<file path="config.mk">
export PLATFORM = sky130hd
export DESIGN_NAME = sbe_mac
export DESIGN_NICKNAME = d
export VERILOG_FILES = /design/src/rtl/sbe_pkg.sv /design/src/rtl/sbe_mac.sv
export SDC_FILE = /design/constraint.sdc
export NUM_CORES = 2
export LEC_CHECK = 0
export BUFFER_PORTS_ARGS = -buffer_cell sky130_fd_sc_hd__buf_2
export CORE_UTILIZATION = 40
export DETAILED_ROUTE_END_ITERATION = 8
export MAX_ROUTING_LAYER = met4
export PLACE_DENSITY_LB_ADDON = 0.08
export SLEW_MARGIN = 40
export SYNTH_ARGS = -nofsm -noshare
export SYNTH_HDL_FRONTEND = slang
export SYNTH_SLANG_ARGS = --single-unit
</file>
<file path="constraint.sdc">
create_clock -name clk -period 9.5 [get_ports clk]
set_input_delay 1.9 -clock clk [delete_from_list [all_inputs] [get_ports clk]]
set_output_delay 1.9 -clock clk [all_outputs]
set_load 0.005 [all_outputs]
</file>
<file path="src/rtl/sbe_pkg.sv">
`default_nettype none
package sbe_pkg;

  typedef struct packed {
    logic               req_type;
    logic [15:0]        sample_index;
    logic signed [15:0] sample_value;
    logic [16:0]        frame_index;
    logic [11:0]        bin_index;
  } in_t;

  typedef struct packed {
    logic signed [23:0] real_part;
    logic signed [23:0] imag_part;
    logic               status;
  } out_t;

  typedef enum logic [3:0] {
    S_IDLE, S_PROD, S_CHECK, S_MOD, S_RUN, S_DRAIN, S_ROUND, S_SCALE, S_DONE
  } state_t;

  typedef struct packed {
    logic clear;
    logic issue;
  } mac_ctl_t;

  localparam logic REQ_WRITE = 1'b0;
  localparam logic REQ_BIN   = 1'b1;

  localparam logic REG_SIGNAL_LENGTH = 1'b0;
  localparam logic REG_HOP_SIZE      = 1'b1;

  localparam logic [16:0] LENGTH_RESET = 17'd1;
  localparam logic [12:0] HOP_RESET    = 13'd1024;

  localparam longint OUT_MAX = 64'sd8388607;
  localparam longint OUT_MIN = -64'sd8388608;

  // round to nearest, halves away from zero
  function automatic longint round_shift(input longint v, input int sh);
    longint h;
    longint r;
    h = longint'(1) <<< (sh - 1);
    if (v >= 0) begin
      r = (v + h) >>> sh;
    end else begin
      r = -((-v + h) >>> sh);
    end
    return r;
  endfunction

endpackage
`default_nettype wire

</file>
<file path="src/rtl/sbe_mac.sv">
`default_nettype none
module sbe_mac #(
  parameter int ACC_W = 61
) (
  input  wire logic               clk,
  input  wire logic               rst_n,
  input  wire sbe_pkg::mac_ctl_t  ctl,
  input  wire logic signed [15:0] sample,
  input  wire logic signed [31:0] win_cos,
  input  wire logic signed [31:0] cos_val,
  input  wire logic signed [31:0] sin_val,
  output logic signed [ACC_W-1:0] acc_re,
  output logic signed [ACC_W-1:0] acc_im
);
  import sbe_pkg::*;

  logic               v1_r, v2_r, v3_r;
  logic [30:0]        win;
  logic signed [46:0] wprod_r;
  logic signed [31:0] cos_d_r, sin_d_r;
  logic signed [16:0] xw;
  logic signed [48:0] term_re_r, term_im_r;

  // periodic hann from the cosine at the sample's index within the frame
  assign win = 31'((33'sd1073741824 - 33'(win_cos)) >>> 1);
  assign xw  = 17'(round_shift(longint'(wprod_r), 30));

  always_ff @(posedge clk) begin
    if (!rst_n) begin
      v1_r <= 1'b0;
      v2_r <= 1'b0;
      v3_r <= 1'b0;
    end else begin
      v1_r <= ctl.issue;
      v2_r <= v1_r;
      v3_r <= v2_r;
    end
  end

  always_ff @(posedge clk) begin
    wprod_r   <= 47'(sample * $signed({1'b0, win}));
    cos_d_r   <= cos_val;
    sin_d_r   <= sin_val;
    term_re_r <= 49'(xw * cos_d_r);
    term_im_r <= 49'(xw * sin_d_r);
    if (ctl.clear) begin
      acc_re <= '0;
      acc_im <= '0;
    end else if (v3_r) begin
      acc_re <= acc_re + ACC_W'(term_re_r);
      acc_im <= acc_im - ACC_W'(term_im_r);
    end
  end

endmodule
`default_nettype wire

</file>
==> metrics list <==
* Number of DRC violations after detailed-routing iteration 0: 2721
* Register-to-register setup slack: 190 ps
- H-tree Lvls: 2
* Die Span Y: 422 um
- Seq cells post-synth: 334
* Actual slew at the worst max-slew pin: 877 ps
- In the global route stage, overall resource usage came out at 0.239.
- The detail route stage leaves a number of antenna-violating nets equal to 0.
- Avg Inst Size Synth: 8.81 um2
* Hold_buf cts: 0
* Crit. End Element: flip-flop
- The number of antenna violations at the first check in global routing came to 5.
- Total Negative Setup Slacks: 0 ps
- For this run, the leading register cell type out of synthesis is sky130_fd_sc_hd__dfxtp_1.
- Startpoint of the most critical register-to-register path: wprod_r[9]$_DFF_P_
* Setup repair after global routing missed its margin: yes
- Of all flip-flops after synthesis, the portion carrying an async set or reset was 0.
- After floorplanning, the core was divided into 153 placement rows.
- Clock buffers created by TritonCTS: 46
* Critical path type: in -> reg
- The critical path runs through a total of 30 cells.
- In this run the worst hold path is classified as reg -> reg.
* Dominant delay contributor by cell family on the critical path: adder cells
* Starting density of the core: 0.404
- Max Clock Skew: 68.2 ps
- Layout cell share with drive strength beyond 1: 0.148
- The share of the Yosys chip area taken by registers is 0.0949.
- The floorplan step defined a die boundary enclosing 178000 um2.
* Top cells by area, synth: sky130_fd_sc_hd__fa_1, sky130_fd_sc_hd__dfxtp_1, sky130_fd_sc_hd__inv_1
- The number of buffers and inverters on the critical path is 7.
- The slowest stage of the critical path is the sky130_fd_sc_hd__fa_2 cell.
* Distinct cells, synth: 102
* Pin count of the biggest net entering global routing: 80
* Global route overflow: 0
- Ratio of final minimum period to clock period: 0.993
* Count of input and output buffers: 237
- Largest driver fanout on the critical path: 8
- Post-DR vias/cell: 4.95
* Global-route wire length before repair: 327000 um
- The clock passes through at most 3 buffers.
* Clock sink count: 334
* Wire length after detailed routing: 206000 um
- The number of failing hold endpoints at the final stage was 0.
- The endpoint identified for the worst register-to-register timing path is term_im_r[45]$_DFF_P_.
* Worst slack on hold paths: 432 ps
- Final net count: 10600
- Clock tree from TritonCTS: done
- The worst pin sits at a relative slew slack of 0.414.
- Max Freq: 106 MHz
- In the routed design, unresolved DRC markers number 0.
- For this run, the slowest stage of the critical path takes 570 ps.
- Hold EP: v2_r$_SDFF_PN0_
- Total count of max-transition violations in the final report: 0
- For the worst setup path, the data required time is 10110 ps.
* Non-Filler Instances: 10900
- Worst min-delay path startpoint: v1_r$_SDFF_PN0_
- Yosys printed 0 warnings.
* CTS clk-pin slew, worst paths: 50 ps
- Setup violations remaining at the end of the flow were counted as 0.
- The pre-antenna-repair detailed-routing pass consisted of 5 iterations.
* Most frequent cell on the critical path: sky130_fd_sc_hd__fa_1
- After layout, the minimum clock period comes to 9440 ps.
* Cells on worst reg2reg path: 36
* Cell count after synthesis: 7994
- Netlist area before placement: 70400 um2
- For the worst setup path, the data arrival time is 10050 ps.
- Via count: 54000
- Number of enable flip-flop cells after synthesis: 0
- STA classifies the critical path startpoint as an input port.
* Clock Root Buffer: sky130_fd_sc_hd__clkbuf_16
- The run finished with clean final reports.
- Layout overhead on the synthesized area: 15.8%
- The wire-length estimate of the detail-placed layout is 169000 um.
* Library cell occupying the most area in the post-synthesis netlist: sky130_fd_sc_hd__fa_1
- Once placement completed, the tool counted placed cells totaling 10800.
- Wirelength per Cell: 18.8 um
- During I/O placement, the number of pins put on the boundary was 238.
- Of the post-synthesis cell area, the dominant cell type holds 0.412.
* Via count of the first global-routing pass: 57500
- Across the run, the number of max-cap violations was 0.
* Die boundary width: 422 um
* Clock latency reported for the late side of the worst-skew pair: 690 ps
* Cell count of the worst hold path: 1
- In this run the standard cell core region covers 174000 um2.
- Routability-driven placement finished with a final weighted congestion of 0.888.
- The number of nets handed over by synthesis was 10100.
-- final cells by class --
type / instances / area (um2)
well taps: 2325 / 2910
flip-flops and latches: 334 / 6730
inverters: 1703 / 6390
multi-input cells: 5616 / 57400
clock inverters: 29 / 262
diodes: 2 / 5.00
repair buffers: 853 / 6630
clock buffers: 56 / 1240
fillers: 17200 / 92900
-- worst register-to-register path: cells and delay by family (launching register included) --
family	cells	cell delay, ps
flip-flops	1	320
XOR/XNOR	1	120
AND/OR/NAND/NOR	8	1560
AO/OA/AOI/OAI	10	2610
adder cells (fa/ha/maj)	7	3270
buffers and inverters	10	1350
-- per-layer routing --
metal | up-vias | global-route usage | share of wire
met2 | 1125 | 0.380 | 0.46
met5 | - | - | 0
met3 | 173 | 0.0244 | 0.048
met4 | 0 | 0.0432 | 0.018
li1 | 25400 | - | -
met1 | 27300 | 0.334 | 0.47
-- cell usage after synthesis (all sizes together) (9+ instances only) --
cell,instances
o22ai,10
a41oi,10
mux2i,77
nor4,23
o211ai,24
dfxtp,334
xor2,88
a21o,124
nor3,57
buf,52
nand4,45
nand2,1140
o31a,10
and3,32
nand2b,60
inv,1703
and2,432
a21oi,277
o21bai,40
o21a,35
a211o,9
nand3,59
a31oi,28
o31ai,16
clkbuf,290
nor2,308
ha,502
xnor2,206
a221oi,10
a211oi,28
fa,1448
a21boi,15
o21ai,165
or3,28
nor2b,177
or2,13
-- worst max-delay path by stage --
stage                                   start               endpoint  slack, ps
after floorplan                    win_cos[6]    wprod_r[31]$_DFF_P_       -260
after detailed placement           win_cos[6]    wprod_r[45]$_DFF_P_       -820
after CTS                 wprod_r[14]$_DFF_P_  term_im_r[45]$_DFF_P_        -70
after global placement             win_cos[6]    wprod_r[45]$_DFF_P_       -800
after global routing       wprod_r[5]$_DFF_P_  term_im_r[48]$_DFF_P_       -200
final                              win_cos[6]    wprod_r[45]$_DFF_P_         60
-- stage by stage --
step / area, um2 / utilization / setup WS [ps]
floorplan: 70600 / - / -261
finish: 81500 / 0.468 / 62.0
detailed placement: 78200 / 0.448 / -822
global placement: 78100 / 0.448 / -795
global route: 81500 / 0.468 / -196
CTS: 80100 / 0.459 / -67.8
-- repair_timing --
| item | CTS | global route |
|---|---|---|
| buffers inserted | 15 | 46 |
| pin swaps | 24 | 118 |
| setup endpoints to repair | 34 | 43 |
| resized for setup | 42 | 228 |
| cloned | 0 | 4 |
-- placed cells by master, fill, tap and decap left out, types with 186 or more instances in the layout --
cell type and instances:
sky130_fd_sc_hd__a21oi_1 246, sky130_fd_sc_hd__dfxtp_1 303, sky130_fd_sc_hd__and2_1 426, sky130_fd_sc_hd__buf_4 535
sky130_fd_sc_hd__nor2_1 249, sky130_fd_sc_hd__nand2_1 1128, sky130_fd_sc_hd__xnor2_1 186, sky130_fd_sc_hd__ha_1 477
sky130_fd_sc_hd__buf_2 235, sky130_fd_sc_hd__inv_1 1691, sky130_fd_sc_hd__fa_1 1423
-- state kept, by name (all words and copies together) (netlist names) --
name / cells
v3_r: 1
wprod_r: 47
acc_im: 61
v2_r: 1
sin_d_r: 32
v1_r: 1
term_im_r: 49
acc_re: 61
cos_d_r: 32
term_re_r: 49
-- kinds of logic (layout without fill, tap and decap cells) --
| kind of cell | count (synthesis) | count (layout) | synth area share |
|---|---|---|---|
| xor+xnor | 294 | 294 | 0.0372 |
| compound gates | 876 | 876 | 0.0805 |
| other cells | 0 | 2 | 0 |
| mux | 80 | 80 | 0.0114 |
| buf+inv | 2045 | 2641 | 0.111 |
| simple gates | 2414 | 2415 | 0.165 |
| flops | 334 | 334 | 0.0949 |
| fa+ha+maj | 1951 | 1951 | 0.501 |
Power is left out: the tool's default activity adds up to more than one toggle a clock period on the data nets, which glitch-free logic cannot reach.
